`config.mk`:
```
export PLATFORM = sky130hd
export DESIGN_NAME = rpn_stack_evaluator
export DESIGN_NICKNAME = d
export VERILOG_FILES = /design/src/sv/rpn_pkg.sv /design/src/sv/rpn_stack_evaluator.sv
export SDC_FILE = /design/constraint.sdc
export NUM_CORES = 2
export LEC_CHECK = 0
export BUFFER_PORTS_ARGS = -buffer_cell sky130_fd_sc_hd__buf_2
export CAP_MARGIN = 10
export CORE_MARGIN = 4
export CORE_UTILIZATION = 47
export CTS_CLUSTER_SIZE = 14
export DETAILED_ROUTE_END_ITERATION = 8
export PLACE_DENSITY = 0.73
export SETUP_SLACK_MARGIN = 0.3
export SYNTH_ARGS = -nofsm -noshare
export SYNTH_HDL_FRONTEND = slang
export SYNTH_SLANG_ARGS = --single-unit
```
`constraint.sdc`:
```
create_clock -name clk -period 9.75 [get_ports clk]
set_clock_uncertainty 0.1 [all_clocks]
set_input_delay 0.4875 -clock clk [delete_from_list [all_inputs] [get_ports clk]]
set_output_delay 0.4875 -clock clk [all_outputs]
set_load 0.03 [all_outputs]
```
`src/sv/rpn_pkg.sv`:
```
// Package: types and codes for the RPN stack evaluator.
`timescale 1ns / 1ps
package rpn_pkg;
  localparam logic [1:0] OPC_PUSH = 2'd0;
  localparam logic [1:0] OPC_ALU = 2'd1;
  localparam logic [1:0] OPC_STD = 2'd2;
  localparam logic [1:0] OPC_STP = 2'd3;

  localparam logic [3:0] ALU_OR = 4'd0;
  localparam logic [3:0] ALU_XOR = 4'd1;
  localparam logic [3:0] ALU_AND = 4'd2;
  localparam logic [3:0] ALU_SHL = 4'd3;
  localparam logic [3:0] ALU_SHR = 4'd4;
  localparam logic [3:0] ALU_ADD = 4'd5;
  localparam logic [3:0] ALU_SUB = 4'd6;
  localparam logic [3:0] ALU_MUL = 4'd7;
  localparam logic [3:0] ALU_DIV = 4'd8;
  localparam logic [3:0] ALU_MOD = 4'd9;
  localparam logic [3:0] ALU_NEG = 4'd10;
  localparam logic [3:0] ALU_NOT = 4'd11;
  localparam logic [3:0] ALU_POW = 4'd12;

  localparam logic [1:0] ERR_NONE = 2'd0;
  localparam logic [1:0] ERR_UNDER = 2'd1;
  localparam logic [1:0] ERR_OVER = 2'd2;
  localparam logic [1:0] ERR_DIVZ = 2'd3;

  localparam logic [15:0] LOW_MASK = 16'hFFFF;

  typedef struct packed {
    logic [1:0]  opcode;
    logic [3:0]  alu_op;
    logic        swap_operands;
    logic signed [31:0] push_value;
    logic [15:0] store_address;
    logic [15:0] existing_literal;
  } in_item_t;

  typedef struct packed {
    logic        target_memory;
    logic [15:0] write_address;
    logic [15:0] write_data;
    logic [1:0]  error_code;
  } out_item_t;

  typedef enum logic [3:0] {
    ST_IDLE, ST_DECODE, ST_RD1, ST_RD2, ST_EXEC, ST_DIV, ST_POW, ST_WB, ST_EMIT
  } state_t;
endpackage

```
`src/sv/rpn_stack_evaluator.sv`:
```
// Top level: RPN stack evaluator with an iterative shared arithmetic unit.
`timescale 1ns / 1ps
// Usage:
//   Input channel in_valid/in_stall/in_data carries one RPN action per transfer.
//   Output channel out_valid/out_stall/out_data carries store writes and error
//   reports (zero or one per action). in_stall is high while an action is in
//   work or a result waits to be taken; one action at a time.
//   States per action: push decodes and emits; store adds RD1 and EXEC;
//   neg/not add RD1, EXEC and WB; other binary ops also add RD2.
//   div/mod add a radix-2 restoring divider, one quotient bit a cycle.
//   pow adds square-and-multiply on one 32x32 multiplier, two multiplies
//   per exponent bit, ending when the exponent runs out. The stack is a
//   memory with one registered read port, so binary ops take two read
//   states, RD1 and RD2.
//   Reset (rst_n low, synchronous) empties the stack; stack contents are not
//   cleared. While the receiver stalls a result stays on out_data and no new
//   action is taken.
module rpn_stack_evaluator #(
  parameter int STACK_DEPTH = 16
) (
  input  logic              clk,
  input  logic              rst_n,
  input  logic              in_valid,
  output logic              in_stall,
  input  rpn_pkg::in_item_t  in_data,
  output logic              out_valid,
  input  logic              out_stall,
  output rpn_pkg::out_item_t out_data
);
  import rpn_pkg::*;

  localparam int AW = (STACK_DEPTH > 1) ? $clog2(STACK_DEPTH) : 1;
  localparam int PW = $clog2(STACK_DEPTH + 1);
  localparam logic [PW-1:0] DEPTH_C = PW'(STACK_DEPTH);

  logic [31:0] mem [STACK_DEPTH];
  logic [31:0] rd_q;

  state_t st_r, st_nxt;
  in_item_t it_r;
  logic [PW-1:0] sp_r, sp_nxt;
  logic [31:0] a_r, a_nxt;               // top of stack for binary ops
  logic [31:0] l_r, l_nxt, r_r, r_nxt;
  logic [31:0] acc_r, acc_nxt;           // result / quotient / power result
  logic [31:0] rem_r, rem_nxt;
  logic [5:0]  cnt_r, cnt_nxt;
  logic        ph_r, ph_nxt;
  logic        nl_r, nl_nxt, nr_r, nr_nxt;
  out_item_t   o_r, o_nxt;
  logic        ov_r, ov_nxt;
  logic        we;
  logic [AW-1:0] waddr, raddr;
  logic [31:0] wdata;

  // stack memory: one write, one registered read
  always_ff @(posedge clk) begin
    if (we) mem[waddr] <= wdata;
    rd_q <= mem[raddr];
  end

  // shared multiplier
  logic [31:0] mx, my, mp;
  assign mp = mx * my;

  // divider step
  logic [32:0] trial;
  logic [31:0] rsh;
  always_comb begin
    rsh   = {rem_r[30:0], acc_r[31]};
    trial = {1'b0, rsh} - {1'b0, r_r};
  end

  // next state
  always_comb begin
    st_nxt = st_r;
    case (st_r)
      ST_IDLE:   if (in_valid) st_nxt = ST_DECODE;
      ST_DECODE: begin
        st_nxt = ST_RD1;
        case (it_r.opcode)
          OPC_PUSH: st_nxt = ST_EMIT;
          OPC_ALU: begin
            if (it_r.alu_op > ALU_POW) st_nxt = ST_EMIT;
            else if (it_r.alu_op == ALU_NEG || it_r.alu_op == ALU_NOT) begin
              if (sp_r < PW'(1)) st_nxt = ST_EMIT;
            end else if (sp_r < PW'(2)) st_nxt = ST_EMIT;
          end
          default: if (sp_r < PW'(1)) st_nxt = ST_EMIT;
        endcase
      end
      ST_RD1: begin
        if (it_r.opcode != OPC_ALU || it_r.alu_op == ALU_NEG || it_r.alu_op == ALU_NOT)
          st_nxt = ST_EXEC;
        else st_nxt = ST_RD2;
      end
      ST_RD2: st_nxt = ST_EXEC;
      ST_EXEC: begin
        if (it_r.opcode != OPC_ALU) st_nxt = ST_EMIT;
        else if ((it_r.alu_op == ALU_DIV || it_r.alu_op == ALU_MOD) && r_nxt != 32'd0)
          st_nxt = ST_DIV;
        else if (it_r.alu_op == ALU_POW && !r_nxt[31] && r_nxt != 32'd0) st_nxt = ST_POW;
        else st_nxt = ST_WB;
      end
      ST_DIV: if (cnt_r == 6'd31) st_nxt = ST_WB;
      ST_POW: if (ph_r && r_r[31:1] == 31'd0) st_nxt = ST_WB;
      ST_WB:  st_nxt = ST_EMIT;
      ST_EMIT: if (!ov_r || !out_stall) st_nxt = ST_IDLE;
      default: st_nxt = ST_IDLE;
    endcase
  end

  // datapath and outputs
  always_comb begin
    sp_nxt = sp_r; a_nxt = a_r; l_nxt = l_r; r_nxt = r_r;
    acc_nxt = acc_r; rem_nxt = rem_r; cnt_nxt = cnt_r; ph_nxt = ph_r;
    nl_nxt = nl_r; nr_nxt = nr_r; o_nxt = o_r; ov_nxt = ov_r;
    we = 1'b0; waddr = '0; wdata = it_r.push_value;
    raddr = AW'(sp_r - PW'(1));
    mx = acc_r; my = l_r;
    case (st_r)
      ST_IDLE: ov_nxt = 1'b0;
      ST_DECODE: begin
        o_nxt = '0;
        case (it_r.opcode)
          OPC_PUSH: begin
            if (sp_r >= DEPTH_C) begin
              o_nxt.error_code = ERR_OVER; ov_nxt = 1'b1;
            end else begin
              we = 1'b1; waddr = AW'(sp_r); sp_nxt = sp_r + PW'(1);
            end
          end
          OPC_ALU: begin
            if (it_r.alu_op <= ALU_POW) begin
              if (it_r.alu_op == ALU_NEG || it_r.alu_op == ALU_NOT) begin
                if (sp_r < PW'(1)) begin
                  o_nxt.error_code = ERR_UNDER; ov_nxt = 1'b1;
                end
              end else if (sp_r < PW'(2)) begin
                o_nxt.error_code = ERR_UNDER; ov_nxt = 1'b1;
              end
            end
          end
          default: if (sp_r < PW'(1)) begin
            o_nxt.error_code = ERR_UNDER; ov_nxt = 1'b1;
          end
        endcase
      end
      // binary ops fetch the next word; others keep reading the top
      ST_RD1: begin
        if (it_r.opcode == OPC_ALU && it_r.alu_op != ALU_NEG && it_r.alu_op != ALU_NOT)
          raddr = AW'(sp_r - PW'(2));
      end
      ST_RD2: raddr = AW'(sp_r - PW'(2));
      ST_EXEC: begin
        if (it_r.opcode != OPC_ALU) begin
          sp_nxt = sp_r - PW'(1);
          o_nxt.target_memory = (it_r.opcode == OPC_STP);
          o_nxt.write_address = it_r.store_address;
          o_nxt.write_data = (it_r.opcode == OPC_STP) ?
            (rd_q[15:0] + it_r.existing_literal) & LOW_MASK : rd_q[15:0];
          ov_nxt = 1'b1;
        end else if (it_r.alu_op == ALU_NEG || it_r.alu_op == ALU_NOT) begin
          acc_nxt = (it_r.alu_op == ALU_NEG) ? 32'd0 - rd_q : ~rd_q;
        end else begin
          // a_r holds top, rd_q holds next
          l_nxt = it_r.swap_operands ? a_r : rd_q;
          r_nxt = it_r.swap_operands ? rd_q : a_r;
          case (it_r.alu_op)
            ALU_OR:  acc_nxt = l_nxt | r_nxt;
            ALU_XOR: acc_nxt = l_nxt ^ r_nxt;
            ALU_AND: acc_nxt = l_nxt & r_nxt;
            ALU_SHL: acc_nxt = (r_nxt > 32'd31) ? 32'd0 : l_nxt << r_nxt[4:0];
            ALU_SHR: acc_nxt = (r_nxt > 32'd31) ? {32{l_nxt[31]}} :
                               32'($signed(l_nxt) >>> r_nxt[4:0]);
            ALU_ADD: acc_nxt = l_nxt + r_nxt;
            ALU_SUB: acc_nxt = l_nxt - r_nxt;
            ALU_MUL: acc_nxt = 32'd0; // done in WB via shared multiplier
            ALU_DIV, ALU_MOD: begin
              nl_nxt = l_nxt[31]; nr_nxt = r_nxt[31];
              acc_nxt = l_nxt[31] ? 32'd0 - l_nxt : l_nxt;
              rem_nxt = 32'd0; cnt_nxt = 6'd0;
              if (r_nxt == 32'd0) begin
                acc_nxt = 32'd0; o_nxt.error_code = ERR_DIVZ; ov_nxt = 1'b1;
              end else if (r_nxt[31]) r_nxt = 32'd0 - r_nxt;
            end
            default: begin // pow
              acc_nxt = 32'd1; ph_nxt = 1'b0;
              if (r_nxt[31]) begin
                if (l_nxt == 32'd1) acc_nxt = 32'd1;
                else if (l_nxt == 32'hFFFFFFFF) acc_nxt = r_nxt[0] ? l_nxt : 32'd1;
                else acc_nxt = 32'd0;
              end
            end
          endcase
        end
      end
      ST_DIV: begin
        cnt_nxt = cnt_r + 6'd1;
        if (!trial[32]) begin
          rem_nxt = trial[31:0]; acc_nxt = {acc_r[30:0], 1'b1};
        end else begin
          rem_nxt = rsh; acc_nxt = {acc_r[30:0], 1'b0};
        end
      end
      ST_POW: begin
        // phase 0: multiply result by base if bit set; phase 1: square base
        ph_nxt = !ph_r;
        if (!ph_r) begin
          mx = acc_r; my = l_r;
          if (r_r[0]) acc_nxt = mp;
        end else begin
          mx = l_r; my = l_r;
          l_nxt = mp; r_nxt = {1'b0, r_r[31:1]};
        end
      end
      ST_WB: begin
        we = 1'b1;
        if (it_r.alu_op == ALU_NEG || it_r.alu_op == ALU_NOT) begin
          waddr = AW'(sp_r - PW'(1)); wdata = acc_r;
        end else begin
          sp_nxt = sp_r - PW'(1);
          waddr = AW'(sp_r - PW'(2));
          mx = l_r; my = r_r;
          case (it_r.alu_op)
            ALU_MUL: wdata = mp;
            ALU_DIV: wdata = (o_r.error_code != ERR_NONE) ? 32'd0 :
                             ((nl_r != nr_r) ? 32'd0 - acc_r : acc_r);
            ALU_MOD: wdata = (o_r.error_code != ERR_NONE) ? 32'd0 :
                             (nl_r ? 32'd0 - rem_r : rem_r);
            default: wdata = acc_r;
          endcase
        end
      end
      ST_EMIT: if (!out_stall) ov_nxt = 1'b0;
      default: ;
    endcase
  end

  // registers
  always_ff @(posedge clk) begin
    if (!rst_n) begin
      st_r <= ST_IDLE; sp_r <= '0; ov_r <= 1'b0;
    end else begin
      st_r <= st_nxt; sp_r <= sp_nxt; ov_r <= ov_nxt;
    end
    if (st_r == ST_IDLE && in_valid) it_r <= in_data;
    if (st_r == ST_RD1) a_r <= rd_q;
    else a_r <= a_nxt;
    l_r <= l_nxt; r_r <= r_nxt; acc_r <= acc_nxt; rem_r <= rem_nxt;
    cnt_r <= cnt_nxt; ph_r <= ph_nxt; nl_r <= nl_nxt; nr_r <= nr_nxt; o_r <= o_nxt;
  end

  assign in_stall  = (st_r != ST_IDLE);
  assign out_valid = ov_r && (st_r == ST_EMIT);
  assign out_data  = o_r;

  // checks
  a_sp_range: assert property (@(posedge clk) disable iff (!rst_n) sp_r <= DEPTH_C)
    else $error("stack pointer beyond depth");
  a_out_idle: assert property (@(posedge clk) disable iff (!rst_n)
    out_valid |-> in_stall) else $error("result shown while accepting");
  a_err_zero: assert property (@(posedge clk) disable iff (!rst_n)
    (out_valid && out_data.error_code != ERR_NONE) |->
      (out_data.write_address == 16'd0 && !out_data.target_memory))
    else $error("error result with nonzero payload");
  a_div_len: assert property (@(posedge clk) disable iff (!rst_n)
    (st_r == ST_DIV) |-> cnt_r <= 6'd31) else $error("divider overrun");
endmodule
```
# After elaboration in Yosys (flattened, before gate mapping)
# Memories as Yosys holds them, arrays and structs flattened. A register that Yosys moved wholly into a read port is not among the register bits.
# Cells that the tools add are included.
# Widths: inputs -> output; s select.
word_totals:
  regBits: 285
  ramBits: 512
  inputBits: 75
  output_inout_bits: 37
  wordCells: 255
  n_memories: 1
classes:
  addsub: 13
  multipliers: 1
  n_lt_le_gt_ge: 6
  n_eq_ne: 52
  n_shift: 2
  n_mux: 109
  bitwise_logic: 6
  n_reduce_logical: 43
memory_table:
  columns: ["name", "depth", "width", "rd", "rd_clocked_by_memory_dff", "wr", "line_no", "source"]
  rows:
  - ["mem", 16, 32, 1, 1, 1, "rpn_stack_evaluator.sv:36", "logic [31:0] mem [STACK_DEPTH];"]
op_table:
  columns: ["op", "n"]
  rows:
  - ["$mux 32", 38]
  - ["$pmux 32 s9", 1]
  - ["$pmux 32 s2", 4]
  - ["$pmux 32 s3", 2]
  - ["$sub 1x32->32 const A", 5]
  - ["$pmux 35 s2", 1]
  - ["$mux 4", 13]
  - ["$pmux 4 s9", 1]
  - ["$ne 2x2->1 const B", 17]
  - ["$mux 33", 1]
  - ["$sub 32x32->33", 1]
  - ["$add 32x32->32", 1]
  - ["$and 32x32->32", 1]
  - ["$eq 32x1->1 const B", 1]
  - ["$eq 32x32->1 const B", 1]
  - ["$eq 4x3->1 const B", 8]
  - ["$gt 32x5->1 const B", 1]
  - ["$logic_not 32->1", 1]
  - ["$mul 32x32->32", 1]
  - ["$not 32->32", 1]
  - ["$or 32x32->32", 1]
  - ["$reduce_bool 32->1", 1]
  - ["$shl 32x5->32", 1]
  - ["$sshr 32x5->32", 1]
  - ["other kinds (50)", 128]

# Depth between registers and ports, before layout
depth:
  word_depth: 15
  mapped_depth: 38
  ltp_nobuf: 32

# Least setup slack after synthesis
# OpenSTA, ideal clock, no wires.
synth_timing:
  path_type: "reg-to-reg"
  from: "register st_r[2]"
  to: "memory mem[0][31] (data pin)"
  setup_ps: 302
  arrival_ps: 8902
  required_time_ps: 9348
  setup_slack_ps: 446
  path_stages_with_launch: 34
  n_path_buf: 4
  synth_period_minus_slack_ps: 9304
  cell_sequence: "dfxtp_1 > clkbuf_1 > and4b_1 > a22oi_2 > buf_2 > clkbuf_1 > buf_1 > nand2_1 > o21ai_1 > nand2_1 > fa_1 > inv_1 > fa_1 > fa_1 > inv_1 > fa_1 > inv_1 > fa_1 > inv_1 > fa_1 > inv_1 > fa_1 > fa_1 > ha_1 > nand4_1 > or2_2 > o221a_2 > and3_1 > o41ai_1 > a21o_1 > a21oi_1 > xor2_1 > nand2_1 > a31oi_1"
synth_via:
  elab_chain_cells: 6
  word_cells_on_any_way: 8
  classes_between: "mul (1); eq/ne (2); mux (5)"
synth_rtl:
  columns: ["item", "line_no", "source"]
  rows:
  - ["start: declaration", "rpn_stack_evaluator.sv:39", "state_t st_r, st_nxt;"]
  - ["start signal: assignment", "rpn_stack_evaluator.sv:244", "st_r <= st_nxt; sp_r <= sp_nxt; ov_r <= ov_nxt;"]
  - ["$eq 4x3->1", "rpn_stack_evaluator.sv:120", "case (st_r)"]
  - ["$pmux 32 s2 / $mux 32 (equally long branches)", null, null]
  - ["$mul 32x32->32", "rpn_stack_evaluator.sv:63", "assign mp = mx * my;"]
  - ["$pmux 32 s3", "rpn_stack_evaluator.sv:224", "case (it_r.alu_op)"]
  - ["$mux 32", "rpn_stack_evaluator.sv:218", "if (it_r.alu_op == ALU_NEG || it_r.alu_op == ALU_NOT) begin"]
  - ["$mux 32 *", "rpn_stack_evaluator.sv:120", null]
  - ["via wdata[31]", "rpn_stack_evaluator.sv:53", "logic [31:0] wdata;"]
  - ["end: declaration", "rpn_stack_evaluator.sv:36", null]
# Mark *: on every way through the listed nets, which the timed path passes. The rest lies on a longest branch.

# Worst setup path after layout
layout_timing:
  from: "register it_r[66] (netlist bit)"
  to: "memory mem[13][30] (data pin)"
layout_via:
  elab_chain_cells: 8
  word_cells_on_any_way: 14
  classes_between: "mul (1); eq/ne (5); mux (7); reduce/logical (1)"
layout_rtl:
  columns: ["item", "line_no", "source"]
  rows:
  - ["start: declaration", "rpn_stack_evaluator.sv:40", "in_item_t it_r;"]
  - ["start signal: assignment", "rpn_stack_evaluator.sv:246", "if (st_r == ST_IDLE && in_valid) it_r <= in_data;"]
  - ["$eq 4x4->1", "rpn_stack_evaluator.sv:218", null]
  - ["$logic_or 1x1->1", "rpn_stack_evaluator.sv:218", null]
  - ["$mux 32", "rpn_stack_evaluator.sv:218", null]
  - ["$pmux 32 s2 / $mux 32 (equally long branches)", null, null]
  - ["$mul 32x32->32", "rpn_stack_evaluator.sv:63", null]
  - ["$pmux 32 s3", "rpn_stack_evaluator.sv:224", null]
  - ["$mux 32 *", "rpn_stack_evaluator.sv:218", null]
  - ["$mux 32 *", "rpn_stack_evaluator.sv:120", null]
  - ["via wdata[30]", "rpn_stack_evaluator.sv:53", null]
# Marks and branches as above.

==> results.sh <==
export IMPL_p_leak_nw=27.4
export IMPL_r2r_start="it_r[66]"
export IMPL_grt_pass1_wl_um=357000
export IMPL_vias_per_cell=6.45
export IMPL_fin_crit_ps=9320
export IMPL_worst_setup_path_end_kind="flop"
export IMPL_drtIter0Drc=7798
export IMPL_die_width_um=376
export IMPL_totalWireLength_um=249000
export IMPL_htreeDepth=3
export IMPL_ys_ff_latch=829
export IMPL_cp_common_cell="fa_1"
export IMPL_die_y_um=376
export IMPL_drc=0
export IMPL_worstMarginPinSlew_ps=1350
export IMPL_register_area_mm2=0.0242
export IMPL_ir_drop_mv=0.204
export IMPL_status="finished, final reports clean"
export IMPL_final_area_mm2=0.0708
export IMPL_grt_max_degree=129
export IMPL_cp_max_fo=19
export IMPL_hpwl_um=185000
export IMPL_synthCells=6171
export IMPL_r2r_cells=32
export IMPL_boundaryPins=112
export IMPL_tns_ps=0
export IMPL_drv_cap=0
export IMPL_cts_tree="yes"
export IMPL_drive_above_1_share=0.131
export IMPL_synth_most_common_cell="edfxtp_1"
export IMPL_path_clk_slew_ps=70
export IMPL_final_cell_count_no_fill=8173
export IMPL_synth_area_leaders="edfxtp_1, fa_1, ha_1"
export IMPL_nFillCells=11430
export IMPL_ys_seq_area_frac=0.379
export IMPL_max_stage_delay_ps=580
export IMPL_finalNetCount=7104
export IMPL_clk_latency_ps=700
export IMPL_synth_top_area_cell="edfxtp_1"
export IMPL_rows=134
export IMPL_drv_slew=0
export IMPL_antenna_found_initial=13
export IMPL_dieArea_mm2=0.141
export IMPL_ys_flop_type="edfxtp_1"
export IMPL_hold_depth=1
export IMPL_holdCritPathClass="primary input to flop"
export IMPL_synth_edf_count=755
export IMPL_vias=52751
export IMPL_grt_overflow=0
export IMPL_ff2ff_setup_slack_ps=430
export IMPL_whs_endpoint="it_r[68]"
export IMPL_grt_usage=0.347
export IMPL_areaGrowthSynthToFinish_pct=11.1
export IMPL_yosysTopAreaCellShare=0.356
export IMPL_synth_avg_cell_area_um2=10.3
export IMPL_hold_viol=0
export IMPL_dp_cells=7944
export IMPL_reg2reg_to="mem[13][30]"
export IMPL_multi_input_area_mm2=0.0365
export IMPL_worst_hold_slack_ps=69.4
export IMPL_finalSetupViolCount=0
export IMPL_rsz0062_at_grt="true"
export IMPL_utilization=0.528
export IMPL_max_freq_mhz=107
export IMPL_worstSetupPathType="flop to flop"
export IMPL_ys_warn_count=0
export IMPL_worstHoldStart="in_data[68]"
export IMPL_period_share=0.956
export IMPL_relSlewSlack=0.0984
export IMPL_root_buffer="clkbuf_16"
export IMPL_start_kind="flop"
export IMPL_p_total_mw=9.49
export IMPL_cp_arrival_ps=9650
export IMPL_post_synth_instance_area_mm2=0.0637
export IMPL_numCtsBuffers=77
export IMPL_postPlaceCellArea_mm2=0.0672
export IMPL_power_per_cell_area_mw_per_mm2=134
export IMPL_grt_pass1_vias=50723
export IMPL_numClockSinks=829
export IMPL_coreArea_mm2=0.134
export IMPL_synth_fp_nets=6938
export IMPL_cts_buffer_depth=3
export IMPL_slowest_stage="fa_1"
export IMPL_gp_congestion=1.11
export IMPL_ys_async_sr_fraction=0
export IMPL_worst_ep_required_time_ps=10070
export IMPL_start_util=0.475
export IMPL_dp_slack_ps=-104
export IMPL_synth_distinct_cells=117
export IMPL_antenna_left=0
export IMPL_routedWlPerCell_um=30.5
export IMPL_synthTopCellsByCount="edfxtp_1, nor2_1, nand2_1"
export IMPL_first_pass_iters=8
export IMPL_finalWorstSetupSlack_ps=427
export IMPL_io_buffers=111
-- layout by cell type, fill, tap and decap left out, types with 27 or more instances in the layout --
cell / Yosys / final
a211oi_1: 71 / 71
a21o_1: 61 / 59
and2_1: 32 / 32
o21ai_0: 308 / 297
dfxtp_1: 74 / 70
nor2_1: 713 / 696
edfxtp_1: 755 / 755
ha_1: 281 / 278
nand2_1: 626 / 624
nor4_1: 31 / 29
a221oi_1: 40 / 40
clkbuf_16: 0 / 79
o221ai_1: 34 / 34
a21oi_1: 370 / 360
dlygate4sd3_1: 0 / 69
fa_1: 411 / 409
buf_4: 10 / 231
mux2_2: 70 / 65
mux2i_1: 138 / 131
nand2b_1: 37 / 37
clkbuf_1: 241 / 27
nor3_1: 108 / 105
xor2_1: 70 / 69
inv_1: 521 / 520
buf_2: 45 / 111
a31oi_1: 61 / 60
nor2b_1: 55 / 55
or2_2: 29 / 29
nand3_1: 73 / 73
xnor2_1: 224 / 222
o211ai_1: 52 / 52
o21ai_1: 28 / 36
mux4_2: 128 / 128
-- final cells by class --
class | count | area share
multi-input combinational | 4462 | 0.516
clock buffer | 112 | 0.0304
clock inverter | 28 | 0.00502
sequential | 829 | 0.341
inverter | 535 | 0.0284
antenna | 7 | 0.000247
timing repair buffer | 432 | 0.0473
tap | 1768 | 0.0313
-- layer usage --
layer  GRT usage  wire length [um]  up-vias
met5           0                61        -
met4       0.191             17100       10
met3      0.0922             30400      773
met2       0.520            108000     3738
met1       0.460             93400    26088
li1            -                 -    22142
-- state kept, by name, summed over array words and instances, names as in the netlist, 4 cells and up --
name      cells
a_nxt        32
sp_r          5
out_data     35
rd_q         32
st_r          4
acc_r        32
cnt_r         6
mem         512
l_r          32
it_r         71
r_r          32
rem_r        32
-- how the worst max path moves through the flow --
stage | endpoint | from | slack, ps
after floorplan | mem[0][31] | st_r[2] | 450
after global placement | mem[12][30] | st_r[1] | -50
after detailed placement | mem[14][30] | st_r[1] | -100
after CTS | mem[14][31] | it_r[67] | 320
after global routing | mem[13][30] | it_r[67] | 260
final | mem[13][30] | it_r[66] | 430
-- cell families (layout without fill, tap and decap cells) --
kind of cell / after synthesis / after routing / share of synthesized area
flip-flops: 829 / 829 / 0.379
other: 0 / 7 / 0
AND/OR/NAND/NOR: 1865 / 1865 / 0.132
XOR/XNOR: 296 / 296 / 0.0411
adder cells (fa/ha/maj): 692 / 692 / 0.184
AO/OA/AOI/OAI: 1257 / 1257 / 0.125
multiplexers: 352 / 352 / 0.0833
buffers and inverters: 880 / 1107 / 0.0553
-- power breakdown --
group / switching, mW / total (mW) / internal [mW]
clock network: 1.40 / 3.02 / 1.62
logic: 1.58 / 2.34 / 0.757
registers: 0.120 / 4.13 / 4.01
-- critical path: cells and delay by family, from the launching register on --
family,cells,cell delay (ps)
adders and majority gates,9,4610
buffers and inverters,11,1860
AOI/OAI and AO/OA,6,1320
and+or+nand+nor,6,770
DFF,1,350
-- what timing repair did --
action | CTS | global route
buffers inserted | 0 | 10
resized for setup | 9 | 52
endpoints found under the setup margin | 84 | 201
hold buffers | 69 | 0
hold endpoints to repair | 69 | 0
cloned | 0 | 2
pin swaps | 1 | 4
(Power assumes the default switching activity.)
